**config.mk**
```make
export PLATFORM = sky130hd
export DESIGN_NAME = slip_frame_decoder
export DESIGN_NICKNAME = d
export VERILOG_FILES = /design/src/hdl/sfd_pkg.sv /design/src/hdl/sfd_ram.sv /design/src/hdl/sfd_front.sv /design/src/hdl/sfd_queue.sv /design/src/hdl/sfd_back.sv /design/src/hdl/slip_frame_decoder.sv
export VERILOG_INCLUDE_DIRS = /design/src /design/src/hdl
export SDC_FILE = /design/constraint.sdc
export NUM_CORES = 2
export LEC_CHECK = 0
export BUFFER_PORTS_ARGS = -buffer_cell sky130_fd_sc_hd__buf_2
export CORE_MARGIN = 2
export CORE_UTILIZATION = 55
export DETAILED_ROUTE_END_ITERATION = 10
export GPL_ROUTABILITY_DRIVEN = 0
export PLACE_DENSITY_LB_ADDON = 0.25
export SYNTH_ARGS = -nofsm -noshare
export SYNTH_HDL_FRONTEND = slang
export SYNTH_HIERARCHICAL = 1
export SYNTH_MEMORY_MAX_BITS = 65536
export SYNTH_SLANG_ARGS = --single-unit
```
**constraint.sdc**
```tcl
create_clock -name clk -period 12.4 [get_ports clk]
set_input_delay 0.62 -clock clk [delete_from_list [all_inputs] [get_ports clk]]
set_output_delay 0.62 -clock clk [all_outputs]
set_load 0.005 [all_outputs]
```
**src/hdl/slip_frame_decoder_assert.svh**
```systemverilog
// Assertion macros shared by the SLIP frame decoder modules.
`ifndef SLIP_FRAME_DECODER_ASSERT_SVH
`define SLIP_FRAME_DECODER_ASSERT_SVH

// Condition holds at every clock edge outside reset.
`define SFD_ASSERT_ALWAYS(label, cond) \
	label: assert property (@(posedge clk) disable iff (!arst_n) (cond)) \
		else $error("sfd assertion failed");

// Consequent holds in the same cycle as the antecedent.
`define SFD_ASSERT_IMPLY(label, ante, cons) \
	label: assert property (@(posedge clk) disable iff (!arst_n) (ante) |-> (cons)) \
		else $error("sfd assertion failed");

// Consequent holds in the cycle after the antecedent.
`define SFD_ASSERT_NEXT(label, ante, cons) \
	label: assert property (@(posedge clk) disable iff (!arst_n) (ante) |=> (cons)) \
		else $error("sfd assertion failed");

`endif

```
**src/hdl/sfd_pkg.sv**
```systemverilog
// Types and constants shared by the SLIP frame decoder modules.
package sfd_pkg;

	localparam logic [7:0] CODE_END     = 8'o300;
	localparam logic [7:0] CODE_ESC     = 8'o333;
	localparam logic [7:0] CODE_ESC_END = 8'o334;
	localparam logic [7:0] CODE_ESC_ESC = 8'o335;

	localparam logic CMD_RECEIVE = 1'b0;
	localparam logic CMD_READ    = 1'b1;

	localparam logic RESULT_FRAME = 1'b0;
	localparam logic RESULT_READ  = 1'b1;

	typedef enum logic [1:0] {
		OP_WRITE,
		OP_READ,
		OP_END
	} op_kind_t;

	typedef struct packed {
		op_kind_t    kind;
		logic        in_range;
		logic [7:0]  data;
		logic [9:0]  length;
	} op_t;

	typedef struct packed {
		logic        command;
		logic [7:0]  line_byte;
		logic [8:0]  read_index;
	} request_t;

	typedef struct packed {
		logic        result_kind;
		logic [9:0]  frame_length;
		logic [7:0]  read_data;
	} result_t;

endpackage

```
**src/hdl/sfd_ram.sv**
```systemverilog
// Generic single-write, single-read RAM with registered read data.
module sfd_ram #(
	parameter int WIDTH = 8,
	parameter int DEPTH = 512,
	localparam int AW = $clog2(DEPTH)
) (
	input  logic             clk,
	input  logic             we,
	input  logic [AW-1:0]    waddr,
	input  logic [WIDTH-1:0] wdata,
	input  logic             re,
	input  logic [AW-1:0]    raddr,
	output logic [WIDTH-1:0] rdata
);

	logic [WIDTH-1:0] mem [DEPTH];

	always_ff @(posedge clk) begin
		if (we) begin
			mem[waddr] <= wdata;
		end
		if (re) begin
			rdata <= mem[raddr];
		end
	end

endmodule

```
**src/hdl/sfd_front.sv**
```systemverilog
// Front end: accepts requests, unescapes line bytes and issues store operations.
`include "slip_frame_decoder_assert.svh"

module sfd_front import sfd_pkg::*; #(
	parameter int STORE_DEPTH = 512,
	localparam int AW = $clog2(STORE_DEPTH)
) (
	input  logic          clk,
	input  logic          arst_n,
	input  logic          request_valid,
	output logic          request_stall,
	input  request_t      request,
	input  logic          q_full,
	output logic          push,
	output op_t           op,
	output logic [AW-1:0] op_addr
);

	localparam int FW = $clog2(STORE_DEPTH + 1);

	logic          esc_q;
	logic [FW-1:0] fill_q;
	logic          accept;
	logic          full;
	logic          end_taken;
	logic [7:0]    stored;
	logic [AW+8:0] idx_wide;
	logic [FW+9:0] fill_wide;

	assign request_stall = q_full;
	assign accept = request_valid && !q_full;
	assign full = (fill_q == FW'(STORE_DEPTH));
	assign end_taken = accept && request.command == CMD_RECEIVE && request.line_byte == CODE_END;
	assign idx_wide = (AW + 9)'(request.read_index);
	assign fill_wide = (FW + 10)'(fill_q);

	always_comb begin
		stored = request.line_byte;
		if (esc_q && request.line_byte == CODE_ESC_END) begin
			stored = CODE_END;
		end else if (esc_q && request.line_byte == CODE_ESC_ESC) begin
			stored = CODE_ESC;
		end
	end

	always_comb begin
		push = 1'b0;
		op = '0;
		op_addr = '0;
		if (accept) begin
			if (request.command == CMD_READ) begin
				push = 1'b1;
				op.kind = OP_READ;
				op.in_range = (32'(request.read_index) < STORE_DEPTH);
				op_addr = idx_wide[AW-1:0];
			end else if (request.line_byte == CODE_END) begin
				push = 1'b1;
				op.kind = OP_END;
				op.length = fill_wide[9:0];
			end else if (request.line_byte != CODE_ESC && !full) begin
				push = 1'b1;
				op.kind = OP_WRITE;
				op.data = stored;
				op_addr = fill_wide[AW-1:0];
			end
		end
	end

	always_ff @(posedge clk or negedge arst_n) begin
		if (!arst_n) begin
			esc_q <= 1'b0;
			fill_q <= '0;
		end else if (accept && request.command == CMD_RECEIVE) begin
			if (request.line_byte == CODE_ESC) begin
				esc_q <= 1'b1;
			end else begin
				esc_q <= 1'b0;
				if (request.line_byte == CODE_END || full) begin
					fill_q <= '0;
				end else begin
					fill_q <= fill_q + FW'(1);
				end
			end
		end
	end

	`SFD_ASSERT_ALWAYS(a_fill_bound, fill_q <= FW'(STORE_DEPTH))
	`SFD_ASSERT_NEXT(a_end_clears_fill, end_taken, fill_q == '0)

endmodule

```
**src/hdl/sfd_queue.sv**
```systemverilog
// Short FIFO that decouples the front end from the back end.
`include "slip_frame_decoder_assert.svh"

module sfd_queue #(
	parameter int WIDTH = 8,
	parameter int DEPTH = 4
) (
	input  logic             clk,
	input  logic             arst_n,
	input  logic             push,
	input  logic [WIDTH-1:0] push_data,
	input  logic             pop,
	output logic [WIDTH-1:0] pop_data,
	output logic             full,
	output logic             empty
);

	localparam int PW = $clog2(DEPTH);
	localparam int CW = $clog2(DEPTH + 1);

	logic [WIDTH-1:0] slots_q [DEPTH];
	logic [PW-1:0]    wr_ptr_q;
	logic [PW-1:0]    rd_ptr_q;
	logic [CW-1:0]    count_q;

	assign full = (count_q == CW'(DEPTH));
	assign empty = (count_q == '0);
	assign pop_data = slots_q[rd_ptr_q];

	always_ff @(posedge clk) begin
		if (push) begin
			slots_q[wr_ptr_q] <= push_data;
		end
	end

	always_ff @(posedge clk or negedge arst_n) begin
		if (!arst_n) begin
			wr_ptr_q <= '0;
			rd_ptr_q <= '0;
			count_q <= '0;
		end else begin
			if (push) begin
				wr_ptr_q <= (wr_ptr_q == PW'(DEPTH - 1)) ? '0 : wr_ptr_q + PW'(1);
			end
			if (pop) begin
				rd_ptr_q <= (rd_ptr_q == PW'(DEPTH - 1)) ? '0 : rd_ptr_q + PW'(1);
			end
			if (push && !pop) begin
				count_q <= count_q + CW'(1);
			end else if (pop && !push) begin
				count_q <= count_q - CW'(1);
			end
		end
	end

	`SFD_ASSERT_IMPLY(a_no_overflow, count_q == CW'(DEPTH), !push)
	`SFD_ASSERT_IMPLY(a_no_underflow, count_q == '0, !pop)

endmodule

```
**src/hdl/sfd_back.sv**
```systemverilog
// Back end: carries out store writes and reads and holds the result register.
module sfd_back import sfd_pkg::*; #(
	parameter int STORE_DEPTH = 512,
	localparam int AW = $clog2(STORE_DEPTH)
) (
	input  logic          clk,
	input  logic          arst_n,
	input  logic          q_empty,
	input  op_t           op,
	input  logic [AW-1:0] op_addr,
	output logic          q_pop,
	output logic          result_valid,
	input  logic          result_stall,
	output result_t       result
);

	logic       result_free;
	logic       take;
	logic       ram_we;
	logic       ram_re;
	logic [7:0] ram_rdata;
	logic       valid_s2;
	logic       kind_s2;
	logic       in_range_s2;
	logic [9:0] length_s2;

	assign result_free = !valid_s2 || !result_stall;
	assign q_pop = !q_empty && (op.kind == OP_WRITE || result_free);
	assign take = q_pop && op.kind != OP_WRITE;
	assign ram_we = q_pop && op.kind == OP_WRITE;
	assign ram_re = q_pop && op.kind == OP_READ && op.in_range;

	sfd_ram #(
		.WIDTH(8),
		.DEPTH(STORE_DEPTH)
	) u_store (
		.clk(clk),
		.we(ram_we),
		.waddr(op_addr),
		.wdata(op.data),
		.re(ram_re),
		.raddr(op_addr),
		.rdata(ram_rdata)
	);

	always_ff @(posedge clk or negedge arst_n) begin
		if (!arst_n) begin
			valid_s2 <= 1'b0;
		end else if (take) begin
			valid_s2 <= 1'b1;
		end else if (!result_stall) begin
			valid_s2 <= 1'b0;
		end
	end

	always_ff @(posedge clk) begin
		if (take) begin
			kind_s2 <= (op.kind == OP_READ) ? RESULT_READ : RESULT_FRAME;
			in_range_s2 <= op.in_range;
			length_s2 <= op.length;
		end
	end

	assign result_valid = valid_s2;

	always_comb begin
		result = '0;
		result.result_kind = kind_s2;
		if (kind_s2 == RESULT_READ) begin
			if (in_range_s2) begin
				result.read_data = ram_rdata;
			end
		end else begin
			result.frame_length = length_s2;
		end
	end

endmodule

```
**src/hdl/slip_frame_decoder.sv**
```systemverilog
// Top level of the SLIP frame decoder.
// The decoder takes one request per clock while request_stall is low: a line byte to
// unescape into the packet store, or a read of one stored byte. An END byte yields a
// frame-complete result carrying the frame length; a read yields the stored byte, or zero
// when the index is at or beyond STORE_DEPTH. An accepted request is registered in the
// queue, and its result is offered from a register that holds it while the result side
// stalls. The rate is set by the single write and read port of the packet store, which
// the back end uses once per cycle; a four-entry queue between the front and back ends
// absorbs result stalls, since store writes keep draining it while a result waits. The
// store needs no clearing after reset.
module slip_frame_decoder import sfd_pkg::*; #(
	parameter int STORE_DEPTH = 512
) (
	input  logic     clk,
	input  logic     arst_n,
	input  logic     request_valid,
	output logic     request_stall,
	input  request_t request,
	output logic     result_valid,
	input  logic     result_stall,
	output result_t  result
);

	localparam int AW = $clog2(STORE_DEPTH);
	localparam int QW = $bits(op_t) + AW;
	localparam int QDEPTH = 4;

	logic          f_push;
	op_t           f_op;
	logic [AW-1:0] f_addr;
	logic          q_full;
	logic          q_empty;
	logic          q_pop;
	logic [QW-1:0] q_in;
	logic [QW-1:0] q_out;
	op_t           b_op;
	logic [AW-1:0] b_addr;

	sfd_front #(
		.STORE_DEPTH(STORE_DEPTH)
	) u_front (
		.clk(clk),
		.arst_n(arst_n),
		.request_valid(request_valid),
		.request_stall(request_stall),
		.request(request),
		.q_full(q_full),
		.push(f_push),
		.op(f_op),
		.op_addr(f_addr)
	);

	assign q_in = {f_op, f_addr};

	sfd_queue #(
		.WIDTH(QW),
		.DEPTH(QDEPTH)
	) u_queue (
		.clk(clk),
		.arst_n(arst_n),
		.push(f_push),
		.push_data(q_in),
		.pop(q_pop),
		.pop_data(q_out),
		.full(q_full),
		.empty(q_empty)
	);

	assign b_op = op_t'(q_out[QW-1:AW]);
	assign b_addr = q_out[AW-1:0];

	sfd_back #(
		.STORE_DEPTH(STORE_DEPTH)
	) u_back (
		.clk(clk),
		.arst_n(arst_n),
		.q_empty(q_empty),
		.op(b_op),
		.op_addr(b_addr),
		.q_pop(q_pop),
		.result_valid(result_valid),
		.result_stall(result_stall),
		.result(result)
	);

endmodule

```
; Word level (Yosys, flattened, before mapping)
; Memories as Yosys holds them, arrays and structs flattened. A register that Yosys moved wholly into a read port is not among the register bits.
; Cells that the tools add are included.
[totals]
regBits = 31
ramBits = 4216
in_bits = 22
wordCells = 90
memories = 2
[op_classes]
n_addsub = 5
eq_ne = 11
mux = 34
n_bitwise = 2
reduce_logical = 27
[mem_list]
columns = memory, depth, width, read_ports, rd_clocked_by_memory_dff, write_ports, line
row1 = u_back.u_store.mem, 512, 8, 1, 1, 1, sfd_ram.sv:16  ; logic [WIDTH-1:0] mem [DEPTH];
row2 = u_queue.slots_q, 4, 30, 1, 0, 1, sfd_queue.sv:21  ; logic [WIDTH-1:0] slots_q [DEPTH];
[op_table]
columns = cell, n
row1 = $mux 8, 6
row2 = $mux 9, 4
row3 = $eq 8x8->1 const B, 4
row4 = $mux 10, 3
row5 = $mux 21, 1
row6 = $mux 18, 1
row7 = $mux 1, 13
row8 = $logic_and 1x1->1, 12
row9 = $add 10x1->10 const B, 1
row10 = $eq 10x10->1 const B, 1
row11 = $mux 2, 4
row12 = $ne 8x8->1 const B, 1
row13 = $logic_not 1->1, 7
row14 = $mux 3, 2
row15 = $add 2x1->2 const B, 2
row16 = $eq 2x2->1 const B, 2
row17 = $reduce_bool 2->1, 2
row18 = $add 3x1->3 const B, 1
row19 = $eq 3x3->1 const B, 1
row20 = $logic_not 3->1, 1
row21 = $logic_or 1x1->1, 3
row22 = $sub 3x1->3 const B, 1
row23 = $eq 2x1->1 const B, 1
row24 = $logic_not 2->1, 1
row25 = 3 further kinds, 4

; Logic depth before layout (Yosys ltp)
[logic_depth]
depth_word = 11
depth_mapped = 15
mapped_depth_nobuf = 12

; Cells and area by module
; The synthesis kept the hierarchy.
[by_module_without_submodules]
columns = mod, instances, cells_each, area_each_um2, seq_area_each_um2
row1 = sfd_ram, 1, 8030, 160007.2, 123238.2
row2 = sfd_queue, 1, 194, 4785.8, 3778.6
row3 = sfd_front, 1, 123, 1001.0, 275.3
row4 = sfd_back, 1, 43, 578.1, 385.4

; Worst setup path before layout
; OpenSTA, ideal clock, no wires.
[synth_timing]
path_kind = register to register
from = register u_queue.rd_ptr_q[0]
to = memory u_back.u_store.mem[0][0] (data pin)
setup_ns = 0.903
arrival_time_ns = 4.295
t_required_ns = 11.497
path_slack_ns = 7.202
path_stages_with_launch = 4
n_path_buf = 2
period_less_slack_ns = 5.198
cell_sequence = dfrtp_1 > buf_6 > buf_12 > mux4_2
[synth_between]
elab_chain_cells = 1
[synth_lines]
columns = element, line
row1 = "start, declared", sfd_queue.sv:23  ; logic [PW-1:0] rd_ptr_q;
row2 = "start signal, assigned", sfd_queue.sv:46  ; rd_ptr_q <= (rd_ptr_q == PW'(DEPTH - 1)) ? '0 : rd_ptr_q + PW'(1);
row3 = $mem_v2 4x30, n/a
row4 = via q_out[19], slip_frame_decoder.sv:35  ; logic [QW-1:0] q_out;
row5 = "end, declared", sfd_ram.sv:16
; The timed path passes the listed nets, and every way through them passes these cells.

; Worst setup path after layout
[layout_timing]
from = register u_queue.rd_ptr_q[0]
to = register u_back.u_store.rdata[3], read port of u_back.u_store.mem (data pin)
[layout_between]
elab_cells_between_ends = 7
cone_classes = 1 x eq/ne / 5 x reduce/logical / 1 x memory
[layout_rtl]
columns = element, line
row1 = $mem_v2 4x30, n/a
row2 = via q_out[1], slip_frame_decoder.sv:35
row3 = "end, declared", sfd_ram.sv:13  ; output logic [WIDTH-1:0] rdata
; The timed path passes the listed nets, and every way through them passes these cells.
; A chain may end at the register's enable or synchronous reset.

==> qor.csv <==
stage,metric,value,unit
worst_hold_path,hold path cells,2,
placed_design,DP HPWL,245000,µm
logic_synthesis,register bit count reported by yosys,4255,
logic_synthesis,Yosys warnings,6,
placed_design,placed cells,12000,
sta,Least-Margin Pin Slew,1.50,ns
logic_synthesis,Post-Syn Area,166000,µm²
sta,Max Slew Vio Count,2,
power_and_ir_drop,leakage,57.8,nW
critical_path,WP data arrival,7.51,ns
clock_network,Clock Path Buffers,4,
clock_network,CTS Sinks,4255,
sta,fin crit period,6.72,ns
logic_synthesis,ys async rst share,0.447,%
die,die height,554,µm
logic_synthesis,"EDFF count, synth",4236,
power_and_ir_drop,Power Density,268,nW/µm²
sta,Setup Skew,0.0829,ns
cells_and_area,post-route insts no fill,12800,
drt,DR iter-0 viols,11800,
die,# IOs,43,
placed_design,# port buffers,42,
power_and_ir_drop,sequential power share,38.9,%
die,full die area,307000,µm²
power_and_ir_drop,Clk pwr share,25.5,%
global_routing,global-route wire length before repair,597000,µm
clock_network,insertion delay to the later sink of the worst-skew pair,0.95,ns
power_and_ir_drop,Max IR drop VDD,0.338,mV
logic_synthesis,Syn Inst Count,8390,
worst_hold_path,Worst Hold Class,in2reg,
logic_synthesis,"Seq/Total Area, Yosys",76.7,%
power_and_ir_drop,combinational power share,35.6,%
global_routing,pin count of the biggest net entering global routing,220,
logic_synthesis,Mapped Nets,8421,
drt,"antenna viol nets, final",0,
critical_path,R2R Setup Slk,5.68,ns
logic_synthesis,Mapped Avg Cell Area,19.8,µm²
power_and_ir_drop,Internal Power,31.6,mW
drt,vias per cell,6.71,
cells_and_area,post-route cell area,184000,µm²
drt,drt drc,0,
clock_network,H-tree depth,5,
status,violated checks,"max-capacitance violations, max-slew violations",
logic_synthesis,Yosys cell types,71,
logic_synthesis,ys flop type,edfxtp_1,
die,Core ar.,300000,µm²
clock_network,clk slew on worst S/H paths,0.06,ns
status,outcome,"finished, violations left",
clock_network,CTS tree,built,
sta,Final TNS setup,0,ns
sta,FMAX,149,MHz
power_and_ir_drop,P_sw,17.5,mW
critical_path,"Req. time, crit path",13.19,ns
die,# rows,201,
die,die span in x,554,µm
cells_and_area,Area Overhead vs Synth,10.3,%
cells_and_area,"leading cell type in the layout, fill and taps excluded",edfxtp_1,
sta,Final setup violation count,0,
cells_and_area,fin nets,8494,
power_and_ir_drop,Sw Share,35.6,%
sta,fin crit share,54.2,%
critical_path,Worst Setup Path Type,reg2reg,
sta,headroom to the max-slew limit,-1.30,%
sta,RSZ-0062 raised after global routing,false,
die,Initial Util,55.4,%
global_routing,vias in the first global route,83700,
drt,DRT Pass-1 Iters,6,
clock_network,Root Driver,clkbuf_16,
global_routing,initial antenna violation count,17,
cells_and_area,most frequent cells in the layout,"edfxtp_1, mux2i_1, mux4_2",
drt,Routed WL,417000,µm
sta,Fin. Hold Viols,0,
placed_design,Placement Cell Area,170000,µm²
critical_path,maximum fanout along the worst path,52,
critical_path,Worst setup EP type,register,
clock_network,CTS buffer count,415,
global_routing,total gr overflow,0,
flow_run,Max-cap violations,1,
drt,DR WL/cell,32.6,µm
critical_path,R2R depth,12,
drt,vias,85700,
cells_and_area,share of cells above drive strength 1,17.3,%
global_routing,GRT Util Overall,26.8,%
critical_path,CP Launch Type,register,
synthesized netlist by cell type (37+ instances only):
library cell  count  area share (%)
edfxtp_1       4236              76
mux2i_1         797             4.8
mux4_2          682             9.2
nor2_1          609             1.4
o221ai_1        371             2.0
clkbuf_1        269            0.61
a21oi_1         197            0.59
o22ai_1         164            0.62
o21ai_0         128            0.39
nand2_1         124            0.28
nor3_1          118            0.35
buf_4            73            0.33
buf_6            67            0.45
a22oi_1          61            0.28
buf_2            61            0.18
nand3_1          42            0.13
buf_1            41           0.093
nor4_1           37            0.14
worst max-delay path: stages (launching register included):
cell and delay (ns):
dfrtp_2 0.62, buf_4 0.45, mux4_4 0.86, buf_4 0.51, buf_4 0.52, buf_4 0.76, buf_4 0.79, mux4_2 0.36
nor3_1 0.05, nor4_1 0.56, o311ai_0 0.41, nor4_1 0.28, o2111a_1 0.23
sequential cells by signal, summed over array words and instances (netlist names):
name / cells
u_back/length_s2: 10
u_queue/wr_ptr_q: 2
u_queue/count_q: 3
u_back/u_store/rdata: 8
u_queue/rd_ptr_q: 2
u_back/u_store/mem: 4096
u_front/esc_q: 1
u_queue/slots_q: 120
u_front/fill_q: 10
u_back/in_range_s2: 1
u_back/result_valid: 1
u_back/kind_s2: 1
final cells by class:
class / instances / area [µm²]
clock buffers: 498 / 10900
multi-input cells: 3591 / 35800
fillers: 20800 / 117000
repair buffers: 187 / 1520
clock inverters: 261 / 2660
flip-flops and latches: 4255 / 128000
diodes: 8 / 20.0
well taps: 3958 / 4950
inverters: 13 / 56.3
kinds of logic after synthesis:
logic type      count (synthesis)  share of synthesized area, %
flops                        4255                          76.7
mux                          1484                          14.1
simple gates                 1078                          2.88
compound gates               1017                          4.32
buf+inv                       544                          1.89
fa+ha+maj                       9                        0.0722
xor+xnor                        3                        0.0158
routing by layer:
| metal | track usage (%) | routed length [µm] |
|---|---|---|
| met1 | 38.2 | 160000 |
| met2 | 41.2 | 194000 |
| met3 | 6.09 | 45700 |
| met4 | 9.46 | 15900 |
| met5 | 0.469 | 522 |
power groups by stage:
stage	clock (mW)	combinational [mW]	sequential (mW)
2_1_floorplan	0	11.1	19.9
3_3_place_gp	0	17.0	19.4
3_5_place_dp	0	17.3	19.4
4_1_cts	12.7	17.3	19.1
5_1_grt	13.2	18.2	19.1
6_report	12.5	17.5	19.1
final timing paths:
check,start,to
hold reg to reg,u_queue/count_q[2]$_DFFE_PN0P_,u_queue/count_q[2]$_DFFE_PN0P_
hold / removal,request[6],u_queue/slots_q[2][6]$_DFFE_PP_
setup reg to reg,u_queue/rd_ptr_q[0]$_DFFE_PN0P_,u_back/u_store/rdata[3]$_DFFE_PP_
min in group asynchronous,arst_n,u_front/fill_q[6]$_DFFE_PN0P_
setup / recovery,u_queue/rd_ptr_q[0]$_DFFE_PN0P_,u_back/u_store/rdata[3]$_DFFE_PP_
max in group asynchronous,arst_n,u_front/fill_q[7]$_DFFE_PN0P_
through the flow:
stage	hold slack (ns)	utilization [%]	setup WS [ns]	power [mW]
final	0.119	61.1	5.68	49.1
after global routing	0.0990	61.1	5.45	50.6
after CTS	0.0474	61.1	5.71	49.1
after detailed placement	0.483	56.6	5.77	36.7
after global placement	0.470	56.6	5.71	36.4
after floorplan	0.324	-	7.20	31.1
repair_timing:
| item | CTS | global route |
|---|---|---|
| buffers inserted | 0 | 0 |
| hold buffers | 2 | 0 |
| resized for setup | 0 | 0 |
| endpoints found under the hold margin | 20 | 0 |
Note: power is estimated with default switching activity, not from simulation.
